--- src/design/tls_pkg.sv ---
// Shared types and constants for the token scanner.
package tls_pkg;

    // Token codes as delivered on token_kind
    typedef enum logic [4:0] {
        TK_SEMICOLON     = 5'd0,
        TK_IF            = 5'd1,
        TK_THEN          = 5'd2,
        TK_END           = 5'd3,
        TK_REPEAT        = 5'd4,
        TK_UNTIL         = 5'd5,
        TK_IDENTIFIER    = 5'd6,
        TK_ASSIGN        = 5'd7,
        TK_READ          = 5'd8,
        TK_WRITE         = 5'd9,
        TK_LESSTHAN      = 5'd10,
        TK_MORETHAN      = 5'd11,
        TK_EQUAL         = 5'd12,
        TK_PLUS          = 5'd13,
        TK_MINUS         = 5'd14,
        TK_MULT          = 5'd15,
        TK_DIV           = 5'd16,
        TK_OPENBRACKET   = 5'd17,
        TK_CLOSEDBRACKET = 5'd18,
        TK_NUMBER        = 5'd19,
        TK_OPENCOMMENT   = 5'd20,
        TK_CLOSEDCOMMENT = 5'd21,
        TK_BADASSIGN     = 5'd22
    } tok_kind_t;

    // Scanner mode, one-hot
    typedef enum logic [2:0] {
        MODE_NORMAL  = 3'b001,
        MODE_COLON   = 3'b010,
        MODE_COMMENT = 3'b100
    } scan_mode_t;

    // Input transaction payload
    typedef struct packed {
        logic [7:0] text_byte;
        logic       end_of_text;
    } text_item_t;

    // Output transaction payload
    typedef struct packed {
        tok_kind_t   token_kind;
        logic [26:0] number_value;
        logic [63:0] word_text;
        logic [3:0]  word_length;
        logic        word_overflow;
        logic        last;
    } token_item_t;

    // Scanner state carried from one byte to the next
    typedef struct packed {
        scan_mode_t  scan_mode;
        logic [63:0] word_buffer;
        logic [3:0]  word_count;
        logic [26:0] digit_accumulator;
        logic        leading_digits_open;
        logic        overflow_flag;
    } scan_state_t;

    localparam scan_state_t SCAN_RESET = '{
        scan_mode:           MODE_NORMAL,
        word_buffer:         64'd0,
        word_count:          4'd0,
        digit_accumulator:   27'd0,
        leading_digits_open: 1'b1,
        overflow_flag:       1'b0
    };

    localparam logic [26:0] NUM_SAT = 27'd99999999;

    // Character codes
    localparam logic [7:0] CH_SEMI   = 8'h3B;
    localparam logic [7:0] CH_LT     = 8'h3C;
    localparam logic [7:0] CH_GT     = 8'h3E;
    localparam logic [7:0] CH_EQ     = 8'h3D;
    localparam logic [7:0] CH_PLUS   = 8'h2B;
    localparam logic [7:0] CH_MINUS  = 8'h2D;
    localparam logic [7:0] CH_STAR   = 8'h2A;
    localparam logic [7:0] CH_SLASH  = 8'h2F;
    localparam logic [7:0] CH_LPAREN = 8'h28;
    localparam logic [7:0] CH_RPAREN = 8'h29;
    localparam logic [7:0] CH_SPACE  = 8'h20;
    localparam logic [7:0] CH_COLON  = 8'h3A;
    localparam logic [7:0] CH_LBRACE = 8'h7B;
    localparam logic [7:0] CH_RBRACE = 8'h7D;
    localparam logic [7:0] CH_NL     = 8'h0A;
    localparam logic [7:0] CH_CR     = 8'h0D;
    localparam logic [7:0] CH_TAB    = 8'h09;
    localparam logic [7:0] CH_ZERO   = 8'h30;
    localparam logic [7:0] CH_NINE   = 8'h39;

    // Keyword table: text packed first character in low byte, zero padded
    localparam int KW_NUM = 8;
    localparam logic [63:0] KW_TEXT [KW_NUM] = '{
        64'h0000_0000_0000_6669,   // if
        64'h0000_0000_6E65_6874,   // then
        64'h0000_0000_0064_6E65,   // end
        64'h0000_7461_6570_6572,   // repeat
        64'h0000_006C_6974_6E75,   // until
        64'h0000_0000_6461_6572,   // read
        64'h0000_0065_7469_7277,   // write
        64'h0000_0000_0000_007D    // closing brace
    };
    localparam logic [3:0] KW_LEN [KW_NUM] = '{
        4'd2, 4'd4, 4'd3, 4'd6, 4'd5, 4'd4, 4'd5, 4'd1
    };
    localparam tok_kind_t KW_KIND [KW_NUM] = '{
        TK_IF, TK_THEN, TK_END, TK_REPEAT, TK_UNTIL, TK_READ, TK_WRITE,
        TK_CLOSEDCOMMENT
    };

endpackage

--- src/design/tls_scan_step.sv ---
// Next-state and token logic for one source byte.
module tls_scan_step #(
    parameter int MAX_WORD = 8
) (
    input  tls_pkg::scan_state_t state,
    input  tls_pkg::text_item_t  item,
    output tls_pkg::scan_state_t state_next,
    output tls_pkg::token_item_t tok0,
    output tls_pkg::token_item_t tok1,
    output logic [1:0]           tok_count
);

    logic                 word_present;
    logic                 kw_hit;
    tls_pkg::tok_kind_t   kw_kind;
    logic                 first_digit;
    tls_pkg::token_item_t word_tok;
    tls_pkg::token_item_t op_tok;
    tls_pkg::token_item_t colon_tok;
    logic                 op_hit;
    tls_pkg::tok_kind_t   op_kind;
    logic                 byte_digit;
    logic [30:0]          acc_times10;
    tls_pkg::scan_state_t appended;
    logic [7:0]           b;

    assign b = item.text_byte;

    // Classify the pending word
    always_comb
    begin
        kw_hit  = 1'b0;
        kw_kind = tls_pkg::TK_IDENTIFIER;
        for (int i = tls_pkg::KW_NUM - 1; i >= 0; i--)
        begin
            if (!state.overflow_flag && state.word_count == tls_pkg::KW_LEN[i]
                && state.word_buffer == tls_pkg::KW_TEXT[i])
            begin
                kw_hit  = 1'b1;
                kw_kind = tls_pkg::KW_KIND[i];
            end
        end
        word_present = (state.word_count != 4'd0);
        first_digit  = (state.word_buffer[7:0] >= tls_pkg::CH_ZERO)
                    && (state.word_buffer[7:0] <= tls_pkg::CH_NINE);

        word_tok.token_kind    = kw_hit ? kw_kind :
                                 (first_digit ? tls_pkg::TK_NUMBER : tls_pkg::TK_IDENTIFIER);
        word_tok.number_value  = (!kw_hit && first_digit) ? state.digit_accumulator : 27'd0;
        word_tok.word_text     = state.word_buffer;
        word_tok.word_length   = state.word_count;
        word_tok.word_overflow = state.overflow_flag;
        word_tok.last          = 1'b0;
    end

    // Decode single-character operators
    always_comb
    begin
        op_hit  = 1'b1;
        op_kind = tls_pkg::TK_SEMICOLON;
        case (b)
            tls_pkg::CH_SEMI:   op_kind = tls_pkg::TK_SEMICOLON;
            tls_pkg::CH_LT:     op_kind = tls_pkg::TK_LESSTHAN;
            tls_pkg::CH_GT:     op_kind = tls_pkg::TK_MORETHAN;
            tls_pkg::CH_EQ:     op_kind = tls_pkg::TK_EQUAL;
            tls_pkg::CH_PLUS:   op_kind = tls_pkg::TK_PLUS;
            tls_pkg::CH_MINUS:  op_kind = tls_pkg::TK_MINUS;
            tls_pkg::CH_STAR:   op_kind = tls_pkg::TK_MULT;
            tls_pkg::CH_SLASH:  op_kind = tls_pkg::TK_DIV;
            tls_pkg::CH_LPAREN: op_kind = tls_pkg::TK_OPENBRACKET;
            tls_pkg::CH_RPAREN: op_kind = tls_pkg::TK_CLOSEDBRACKET;
            default:            op_hit  = 1'b0;
        endcase
        op_tok.token_kind    = op_kind;
        op_tok.number_value  = 27'd0;
        op_tok.word_text     = {56'd0, b};
        op_tok.word_length   = 4'd1;
        op_tok.word_overflow = 1'b0;
        op_tok.last          = 1'b0;

        // Token after a colon: ':' followed by this byte
        colon_tok.token_kind    = (b == tls_pkg::CH_EQ) ? tls_pkg::TK_ASSIGN
                                                        : tls_pkg::TK_BADASSIGN;
        colon_tok.number_value  = 27'd0;
        colon_tok.word_text     = {48'd0, b, tls_pkg::CH_COLON};
        colon_tok.word_length   = 4'd2;
        colon_tok.word_overflow = 1'b0;
        colon_tok.last          = 1'b0;
    end

    // Append the byte to the word and advance the digit value
    always_comb
    begin
        appended           = state;
        appended.scan_mode = tls_pkg::MODE_NORMAL;
        byte_digit  = (b >= tls_pkg::CH_ZERO) && (b <= tls_pkg::CH_NINE);
        acc_times10 = ({4'd0, state.digit_accumulator} << 3)
                    + ({4'd0, state.digit_accumulator} << 1)
                    + {23'd0, b - tls_pkg::CH_ZERO};
        if (state.leading_digits_open)
        begin
            if (byte_digit)
            begin
                if (acc_times10 > {4'd0, tls_pkg::NUM_SAT})
                    appended.digit_accumulator = tls_pkg::NUM_SAT;
                else
                    appended.digit_accumulator = acc_times10[26:0];
            end
            else
            begin
                appended.leading_digits_open = 1'b0;
            end
        end
        if (state.word_count < 4'(MAX_WORD))
        begin
            for (int i = 0; i < 8; i++)
            begin
                if (state.word_count[2:0] == 3'(i))
                    appended.word_buffer[8*i +: 8] = b;
            end
            appended.word_count = state.word_count + 4'd1;
        end
        else
        begin
            appended.overflow_flag = 1'b1;
        end
    end

    // Select tokens and next state by mode
    always_comb
    begin
        state_next = state;
        tok0       = word_tok;
        tok1       = op_tok;
        tok_count  = 2'd0;
        if (item.end_of_text)
        begin
            state_next = tls_pkg::SCAN_RESET;
            if (state.scan_mode == tls_pkg::MODE_COLON)
            begin
                tok0             = colon_tok;
                tok0.token_kind  = tls_pkg::TK_BADASSIGN;
                tok0.word_text   = {56'd0, tls_pkg::CH_COLON};
                tok0.word_length = 4'd1;
                tok_count        = 2'd1;
            end
            else if (state.scan_mode != tls_pkg::MODE_COMMENT)
            begin
                tok_count = word_present ? 2'd1 : 2'd0;
            end
        end
        else
        begin
            case (state.scan_mode)
                tls_pkg::MODE_COLON:
                begin
                    tok0                 = colon_tok;
                    tok_count            = 2'd1;
                    state_next.scan_mode = tls_pkg::MODE_NORMAL;
                end
                tls_pkg::MODE_COMMENT:
                begin
                    if (b == tls_pkg::CH_RBRACE)
                        state_next.scan_mode = tls_pkg::MODE_NORMAL;
                end
                default:
                begin
                    state_next.scan_mode = tls_pkg::MODE_NORMAL;
                    if (op_hit)
                    begin
                        state_next = tls_pkg::SCAN_RESET;
                        if (word_present)
                        begin
                            tok_count = 2'd2;
                        end
                        else
                        begin
                            tok0      = op_tok;
                            tok_count = 2'd1;
                        end
                    end
                    else if (b == tls_pkg::CH_SPACE || b == tls_pkg::CH_COLON
                             || b == tls_pkg::CH_LBRACE)
                    begin
                        state_next = tls_pkg::SCAN_RESET;
                        if (b == tls_pkg::CH_COLON)
                            state_next.scan_mode = tls_pkg::MODE_COLON;
                        else if (b == tls_pkg::CH_LBRACE)
                            state_next.scan_mode = tls_pkg::MODE_COMMENT;
                        tok_count = word_present ? 2'd1 : 2'd0;
                    end
                    else if (b != tls_pkg::CH_NL && b != tls_pkg::CH_CR
                             && b != tls_pkg::CH_TAB)
                    begin
                        state_next = appended;
                    end
                end
            endcase
        end
        // Mark the final token of this byte
        if (tok_count == 2'd1)
            tok0.last = 1'b1;
        tok1.last = 1'b1;
    end

endmodule

--- src/design/tiny_language_token_scanner_core.sv ---
// Token scanner: takes source bytes and delivers tokens with keyword, number
// and identifier classification. One byte is accepted per clock while the
// output buffer can take its tokens. A byte is held in the input register,
// classified against the scanner state by a single combinational step, and
// its tokens (none, one or two) are loaded into a two-entry output buffer,
// from whose first entry the first token is presented. Bytes that produce at
// most one token sustain one byte per cycle while token_ready stays high; a
// byte that flushes a word and also emits an operator token fills both
// buffer entries, which is what limits the rate on operator-dense text. The
// end_of_text item flushes any pending word or lone colon and returns the
// scanner to its reset state for the next text.
module tiny_language_token_scanner_core #(
    parameter int MAX_WORD = 8
) (
    input  logic                 clk,
    input  logic                 rst_n,
    input  logic                 text_valid,
    output logic                 text_ready,
    input  tls_pkg::text_item_t  text_item,
    output logic                 token_valid,
    input  logic                 token_ready,
    output tls_pkg::token_item_t token_item
);

    logic                 in_valid_reg;
    tls_pkg::text_item_t  in_item_reg;
    tls_pkg::scan_state_t state_reg;
    tls_pkg::scan_state_t state_next;
    tls_pkg::token_item_t step_tok0;
    tls_pkg::token_item_t step_tok1;
    logic [1:0]           step_count;
    tls_pkg::token_item_t res0_reg;
    tls_pkg::token_item_t res1_reg;
    logic [1:0]           res_cnt_reg;
    logic                 buf_free;
    logic                 process;
    logic                 load;
    logic                 pop;

    tls_scan_step #(
        .MAX_WORD (MAX_WORD)
    ) u_step (
        .state      (state_reg),
        .item       (in_item_reg),
        .state_next (state_next),
        .tok0       (step_tok0),
        .tok1       (step_tok1),
        .tok_count  (step_count)
    );

    // Handshake and flow control
    assign token_valid = (res_cnt_reg != 2'd0);
    assign token_item  = res0_reg;
    assign pop         = token_valid && token_ready;
    assign buf_free    = (res_cnt_reg == 2'd0) || (res_cnt_reg == 2'd1 && token_ready);
    assign process     = in_valid_reg && (buf_free || step_count == 2'd0);
    assign load        = process && (step_count != 2'd0);
    assign text_ready  = !in_valid_reg || process;

    // Control state
    always_ff @(posedge clk or negedge rst_n)
    begin
        if (!rst_n)
        begin
            in_valid_reg <= 1'b0;
            state_reg    <= tls_pkg::SCAN_RESET;
            res_cnt_reg  <= 2'd0;
        end
        else
        begin
            if (text_ready)
                in_valid_reg <= text_valid;
            if (process)
                state_reg <= state_next;
            if (load)
                res_cnt_reg <= step_count;
            else if (pop)
                res_cnt_reg <= res_cnt_reg - 2'd1;
        end
    end

    // Payload registers: capture the byte, load or shift the token buffer
    always_ff @(posedge clk)
    begin
        if (text_valid && text_ready)
            in_item_reg <= text_item;
        if (load)
        begin
            res0_reg <= step_tok0;
            res1_reg <= step_tok1;
        end
        else if (pop)
        begin
            res0_reg <= res1_reg;
        end
    end

    // Buffer never holds more than two tokens
    assert property (@(posedge clk) disable iff (!rst_n) res_cnt_reg != 2'd3)
        else $error("token buffer count out of range");

    // With two tokens buffered only the second closes its byte
    assert property (@(posedge clk) disable iff (!rst_n)
        res_cnt_reg == 2'd2 |-> (!res0_reg.last && res1_reg.last))
        else $error("last marker misplaced in token buffer");

    // Bytes inside a comment produce no tokens
    assert property (@(posedge clk) disable iff (!rst_n)
        (in_valid_reg && state_reg.scan_mode == tls_pkg::MODE_COMMENT
         && !in_item_reg.end_of_text) |-> step_count == 2'd0)
        else $error("token produced inside comment");

    // Overflow is flagged only on a full word
    assert property (@(posedge clk) disable iff (!rst_n)
        state_reg.overflow_flag |-> state_reg.word_count == 4'(MAX_WORD))
        else $error("overflow flag without full word");

endmodule
--- config.mk ---
export PLATFORM = sky130hd
export DESIGN_NAME = tiny_language_token_scanner_core
export DESIGN_NICKNAME = d
export VERILOG_FILES = /design/src/design/tls_pkg.sv /design/src/design/tls_scan_step.sv /design/src/design/tiny_language_token_scanner_core.sv
export SDC_FILE = /design/constraint.sdc
export NUM_CORES = 1
export LEC_CHECK = 0
export BUFFER_PORTS_ARGS = -buffer_cell sky130_fd_sc_hd__buf_4
export CAP_MARGIN = 20
export CORE_ASPECT_RATIO = 1.2
export CORE_MARGIN = 2
export CORE_UTILIZATION = 65
export CTS_CLUSTER_SIZE = 28
export DETAILED_ROUTE_END_ITERATION = 10
export MAX_ROUTING_LAYER = met4
export PLACE_DENSITY = 0.9
export SYNTH_ARGS = -nofsm -noshare
export SYNTH_HDL_FRONTEND = slang
export SYNTH_SLANG_ARGS = --single-unit
--- constraint.sdc ---
create_clock -name clk -period 10.17 [get_ports clk]
set_input_delay 0 -clock clk [delete_from_list [all_inputs] [get_ports clk]]
set_output_delay 0 -clock clk [all_outputs]
set_load 0.02 [all_outputs]
# Yosys cells after proc, flatten, opt, wreduce, memory -nomap -nowiden

Cells that the tools add are included.

Input bits: 13
Flip-flop bits (word level): 227
Logic and storage cells: 211

Order comparisons: 6
Eq/ne operators: 46
Reductions and logical operators: 66
Muxes and demuxes: 63
Add/sub/neg operators: 5

Operator list:

| operator                                                                | count |
|---|---|
| 102-bit 2-to-1 mux                                                      | 6 |
| 100-bit 2-to-1 mux                                                      | 3 |
| 102-bit case mux with 2 select lines                                    | 1 |
| 97-bit 2-to-1 mux                                                       | 2 |
| 64-bit by 31-bit == test with 1-bit output, second input constant       | 2 |
| 64-bit by 39-bit == test with 1-bit output, second input constant       | 2 |
| 8-bit by 6-bit == test with 1-bit output, second input constant         | 12 |
| 27-bit 2-to-1 mux                                                       | 3 |
| 68-bit 2-to-1 mux                                                       | 1 |
| 64-bit by 15-bit == test with 1-bit output, second input constant       | 1 |
| 64-bit by 23-bit == test with 1-bit output, second input constant       | 1 |
| 64-bit by 47-bit == test with 1-bit output, second input constant       | 1 |
| 64-bit by 7-bit == test with 1-bit output, second input constant        | 1 |
| 8-bit 2-to-1 mux                                                        | 8 |
| 5-bit 2-to-1 mux                                                        | 11 |
| 4-bit nonzero test                                                      | 13 |
| 5-bit case mux with 9 select lines                                      | 1 |
| 5-bit AND reduction                                                     | 9 |
| 30-bit by 28-bit adder with 31-bit output                               | 1 |
| 31-bit by 8-bit adder with 31-bit output                                | 1 |
| 31-bit by 27-bit > comparator with 1-bit output, second input constant  | 1 |
| 28-bit 2-to-1 mux                                                       | 1 |
| 1-bit logical AND                                                       | 24 |
| 8-bit by 4-bit inequality test with 1-bit output, second input constant | 3 |
| other kinds (33)                                                        | 77 |

# Depth between registers and ports, before layout

Depth in word-level cells: 20
Depth in mapped cells: 17

# Hierarchy

A second synthesis with hierarchy kept.

Cells, all modules: 1605
Area total of the unflattened synthesis: 18131.1 µm²

Modules (own cells, without submodules):

| module                           | cells an instance | area each (µm²) | instances |
|---|---|---|---|
| tiny_language_token_scanner_core | 561               | 11663.7         | 1 |
| tls_scan_step                    | 1044              | 6467.5          | 1 |

# Worst setup path before layout

Ideal clock, no wire load.

Path type: register -> register
Start point: register in_item_reg[5] (netlist bit)
End point: register state_reg[17] (netlist bit)
Cell stages (with the launch flop): 16
Clock period less this slack: 3.838 ns
Path slack: 6.332 ns
Data required time: 10.090 ns
Data arrival time: 3.758 ns
Path buffers: 2
Cell sequence: edfxtp_1 -> ha_1 -> xor2_1 -> fa_1 -> inv_1 -> ha_1 -> o211ai_1 -> o211ai_2 -> and4_4 -> buf_6 -> nor4_1 -> a2111oi_4 -> nand4_1 -> a311o_1 -> buf_6 -> a31oi_4

Word-level cells in the longest chain between the ends: 11
Elaborated cells on any way between the ends: 47
Classes of those cells: 2 x add/sub; 3 x order compare; 16 x eq/ne; 13 x mux; 13 x reduce/logical

Ends and longest elaborated chain:

| item                                                                                                           | line                                                         | text |
|---|---|---|
| start: declaration                                                                                             | tiny_language_token_scanner_core.sv:26                       | `tls_pkg::text_item_t in_item_reg;` |
| start signal: assignment                                                                                       | tiny_language_token_scanner_core.sv:86                       | `in_item_reg <= text_item;` |
| 8-bit by 6-bit subtractor with 8-bit output / 8-bit by 6-bit == test with 1-bit output (equally long branches) | tls_scan_step.sv:99, tls_scan_step.sv:182                    |  |
| 31-bit by 8-bit adder with 31-bit output / 1-bit logical OR (equally long branches)                            | tls_scan_step.sv:99, tls_scan_step.sv:182                    |  |
| 31-bit by 27-bit > comparator with 1-bit output / 1-bit logical OR (equally long branches)                     | tls_scan_step.sv:104, tls_scan_step.sv:183                   |  |
| 27-bit 2-to-1 mux / 2-bit 2-to-1 mux (equally long branches)                                                   | tls_scan_step.sv:104, tls_scan_step.sv:182                   |  |
| 27-bit 2-to-1 mux / 2-bit 2-to-1 mux (equally long branches)                                                   | tls_scan_step.sv:102, tls_scan_step.sv:169                   |  |
| 28-bit 2-to-1 mux / 2-bit case mux with 2 select lines (equally long branches)                                 | tls_scan_step.sv:100, tls_scan_step.sv:154                   |  |
| 97-bit 2-to-1 mux / 2-bit 2-to-1 mux (equally long branches)                                                   | tls_scan_step.sv:192, tls_scan_step.sv:136                   |  |
| 100-bit 2-to-1 mux / 2-bit zero test (equally long branches)                                                   | tls_scan_step.sv:182, tiny_language_token_scanner_core.sv:56 |  |
| 100-bit 2-to-1 mux / 1-bit logical OR (equally long branches)                                                  | tls_scan_step.sv:169, tiny_language_token_scanner_core.sv:56 |  |
| 97-bit 2-to-1 mux / 1-bit logical AND (equally long branches)                                                  | tls_scan_step.sv:154, tiny_language_token_scanner_core.sv:56 |  |
| 100-bit 2-to-1 mux / 5-bit AND reduction (equally long branches)                                               | --                                                           |  |
| end signal: assignment                                                                                         | tiny_language_token_scanner_core.sv:66                       | `state_reg <= tls_pkg::SCAN_RESET;` |
| end signal: assignment                                                                                         | tiny_language_token_scanner_core.sv:74                       | `state_reg <= state_next;` |
| end: declaration                                                                                               | tiny_language_token_scanner_core.sv:27                       | `tls_pkg::scan_state_t state_reg;` |

Several ways; a longest one is shown, not always the timed one. The select of a mux whose other input is x is not followed.
A chain may end at the register's enable or synchronous reset.

# Worst setup path after layout

Start point: register in_item_reg[5] (netlist bit)
End point: register res0_reg, in the netlist token_item[95], data pin

Word-level cells in the longest chain between the ends: 12
Elaborated cells on any way between the ends: 30
Classes of those cells: 13 x eq/ne; 9 x mux; 8 x reduce/logical

Ends and longest elaborated chain:

| item                                                         | line                                   | text |
|---|---|---|
| branches (longest 11 deep; another with 10-bit OR reduction) | --                                     |  |
| 102-bit 2-to-1 mux *                                         | tiny_language_token_scanner_core.sv:87 | `if (load)` |
| end signal: assignment                                       | tiny_language_token_scanner_core.sv:89 | `res0_reg <= step_tok0;` |
| end signal: assignment                                       | tiny_language_token_scanner_core.sv:94 | `res0_reg <= res1_reg;` |
| end: declaration                                             | tiny_language_token_scanner_core.sv:32 | `tls_pkg::token_item_t res0_reg;` |

Mark *: on every way between the ends.

==> run metrics <==
Num CTS Buffers=22; clock power share=around 26%; Seq pwr share=44.1%; crit-path max FO=70; vias in the first global route=10100; Warnings, synthesis=0; share of post-route cells with drive strength above 1=between 20% and 30%; Hold Vio Cnt, Final=0; Synth Instances=roughly 1200; first-pass iteration count of the detailed router=6; Mapped Nets=between 1000 and 1500; Setup WS pre-CTS=approximately 5.6 ns; Layout area overhead=14.5%; IO Count=approximately 120; Slew @ Worst Pin=roughly 1.1 ns; period utilisation layout=47.3%; Worst Path Required=between 10 and 15 ns; Power Dens Cells=226 mW/mm2; Final WS setup=approximately 5.4 ns; Critical Path Start Type=flop; fin crit period=4.81 ns; First DRT Iteration DRCs=between 1000 and 1500; vias after detailed routing=about 10000; Die Y=between 150 and 200 um; switching share of power=between 30 and 40%; Pins Over Slew Limit=0; clock root cell=clkbuf_16; PortBufs=between 100 and 150; grt ovf=0; antenna diode count=0; antenna-violating nets left=0; Post-Syn Area=0.0129 mm2; Hold Crit Class=input port to flop; Post-route DRC=0; Nets=1338; CP max stage cell=and3_1; Rows=56; htree depth=1; flop and latch count out of synthesis=roughly 230; Initial Util=around 66%; LEAKAGE=~6.4 nW; drt wl/cell=roughly 23 um; GR Util All Layers=about a third; CP Cell Sequence=ha_1, nor3b_1, nand4_1, nand3_2, a211oi_1, o21ai_1, nand3_1, buf_4, inv_2, buf_4, and3_1, and2_1; P_sw=1.20 mW; Logic pwr share=between 30% and 40%; Multi-input gate area=around 0.0062 mm2; max cap viols=0; pin count of the biggest net entering global routing=between 70 and 80; register area=0.00630 mm2; dpl hpwl=24.6 mm; Die X=~130 um; RSZ-0062 raised after global routing=false; VDD IR max=around 0.00014 V; post-layout util=about 76%; antenna violations before repair=0; internal power=~2.1 mW; Slew Limit Headroom=about a quarter; Die Area=roughly 0.021 mm2; clock sinks=227; FFs w/ async S/R, synth=a little under half; setup violators final=0; Core ar.=just under 0.02 mm2; CP peak stage delay=between 0.8 and 0.9 ns; endpoint class of the critical path=flop; synth unique cells=97; Post-synth EDFFs=approximately 120; max FFs per register=102; Primary FF master, synth=edfxtp_1; CP arrival=5.19 ns; Worst Skew=0.0269 ns; CTS tree=yes; Clock Latency Late Sink=~0.53 ns; Fill cells=between 1000 and 1500; setup TNS=0 ns; vias per cell=about 6.8; register area share after synthesis=around half; Fmax=~210 MHz; Reg clk slew, reported paths=0.07 ns; CP dominant cell by count=buf_4; outcome=complete, no violations; final WL=between 30 and 40 mm; first-pass GRT wire length=around 55 mm; Final GP Congestion=1.02; WS Path Type=flop to flop; Avg Inst Size Synth=approximately 11 um2; worst-case clock buffer depth=3
kinds of logic after synthesis:
family / count (synthesis) / share of synthesized area [%]
AND/OR/NAND/NOR: 406 / 17.7
XOR/XNOR: 19 / 1.29
buffers and inverters: 87 / 3.07
adder cells (fa/ha/maj): 66 / 6.76
flip-flops: 227 / 48.9
AO/OA/AOI/OAI: 288 / 17.0
multiplexers: 60 / 5.22
cell usage after synthesis, types with 14 or more instances:
master,instances,area share (%)
dfrtp_1,101,20
nor3_1,29,1.1
mux2_2,57,5.0
and2_1,38,1.8
nand2_1,84,2.4
inv_1,31,0.90
nor4_1,20,0.97
nand4_1,16,0.78
nor2_1,45,1.3
o31ai_1,14,0.82
edfxtp_1,124,29
and3_1,59,2.9
nand3_1,31,1.2
a21oi_1,73,2.8
clkbuf_1,34,0.99
o21ai_0,39,1.5
ha_1,60,5.8
cell usage in the layout, fill, tap and decap left out, types with 7 or more instances in the layout:
cell	count
a21oi_1	73
nor2b_1	7
a21o_1	13
inv_1	31
a221oi_1	11
edfxtp_1	124
nor2_1	45
and2_1	38
a31oi_1	9
nor3_1	29
nor4_1	20
nand3_1	31
a31oi_4	10
a22oi_1	9
xor2_1	13
o211ai_1	10
mux2_2	57
nand2b_1	9
ha_1	60
o31ai_1	14
clkbuf_16	22
dlygate4sd3_1	12
dfrtp_1	101
a22o_1	13
buf_4	125
nand2_1	84
nand4_1	16
and3_1	59
nor4b_1	7
o21ai_0	39
cell type report:
| type | count | area share (%) |
|---|---|---|
| clock buffers | 27 | 3.93 |
| clock inverters | 13 | 1.12 |
| inverters | 32 | 0.814 |
| multi-input cells | 839 | 42.0 |
| flip-flops and latches | 227 | 42.7 |
| well taps | 261 | 2.21 |
| repair buffers | 137 | 7.18 |
through the flow:
stage / power [mW] / instances / area [um2] / hold slack (ns)
global route: 3.46 / 1536 / 14700 / 0.0615
global placement: 2.41 / 1484 / 13900 / 0.0288
CTS: 3.31 / 1536 / 14700 / 0.0119
finish: 3.33 / 1536 / 14700 / 0.00871
detailed placement: 2.45 / 1484 / 13900 / 0.0392
floorplan: 2.08 / 1153 / 12900 / -0.296
power groups by stage:
stage / Combinational (mW) / Sequential [mW] / Clock, mW
floorplan: 0.570 / 1.51 / 0
global placement: 0.953 / 1.46 / 0
detailed placement: 0.984 / 1.47 / 0
CTS: 1.00 / 1.46 / 0.850
global route: 1.08 / 1.49 / 0.892
finish: 1.01 / 1.47 / 0.853
path summary, 6_finish.rpt:
path | slack [ns] | startpoint | depth (start not counted) | end
setup / recovery | 5.36 | in_item_reg[5]$_DFFE_PP_ | 12 | token_item[95]$_SDFFCE_PN0P_
max in group asynchronous | 8.84 | rst_n | 3 | state_reg[58]$_DFFE_PN0P_
min in group asynchronous | 0.03 | rst_n | 2 | state_reg[45]$_DFFE_PN0P_
setup reg to reg | 5.36 | in_item_reg[5]$_DFFE_PP_ | 12 | token_item[95]$_SDFFCE_PN0P_
hold / removal | 0.009 | token_ready | 4 | res_cnt_reg[0]$_DFFE_PN0P_
hold reg to reg | 0.49 | state_reg[1]$_DFFE_PN1P_ | 2 | state_reg[1]$_DFFE_PN1P_
layer usage:
metal	vias up	share of wire [%]	GRT usage [%]
met5	-	0	-
met3	115	6.7	3.78
met4	0	5.1	17.0
li1	4653	-	-
met2	573	51	59.7
met1	5030	37	41.4
worst max-delay path: cells and delay by family (launching register included):
kind | cells | cell delay, ns
flops | 1 | 0.53
compound gates | 2 | 0.48
buf+inv | 3 | 0.83
simple gates | 6 | 2.51
fa+ha+maj | 1 | 0.29
timing repair:
item / in CTS / in global routing
hold buffers: 12 / 0
gates resized for setup: 0 / 0
setup buffers: 0 / 0
hold endpoints to repair: 50 / 0
(Power assumes the default switching activity.)
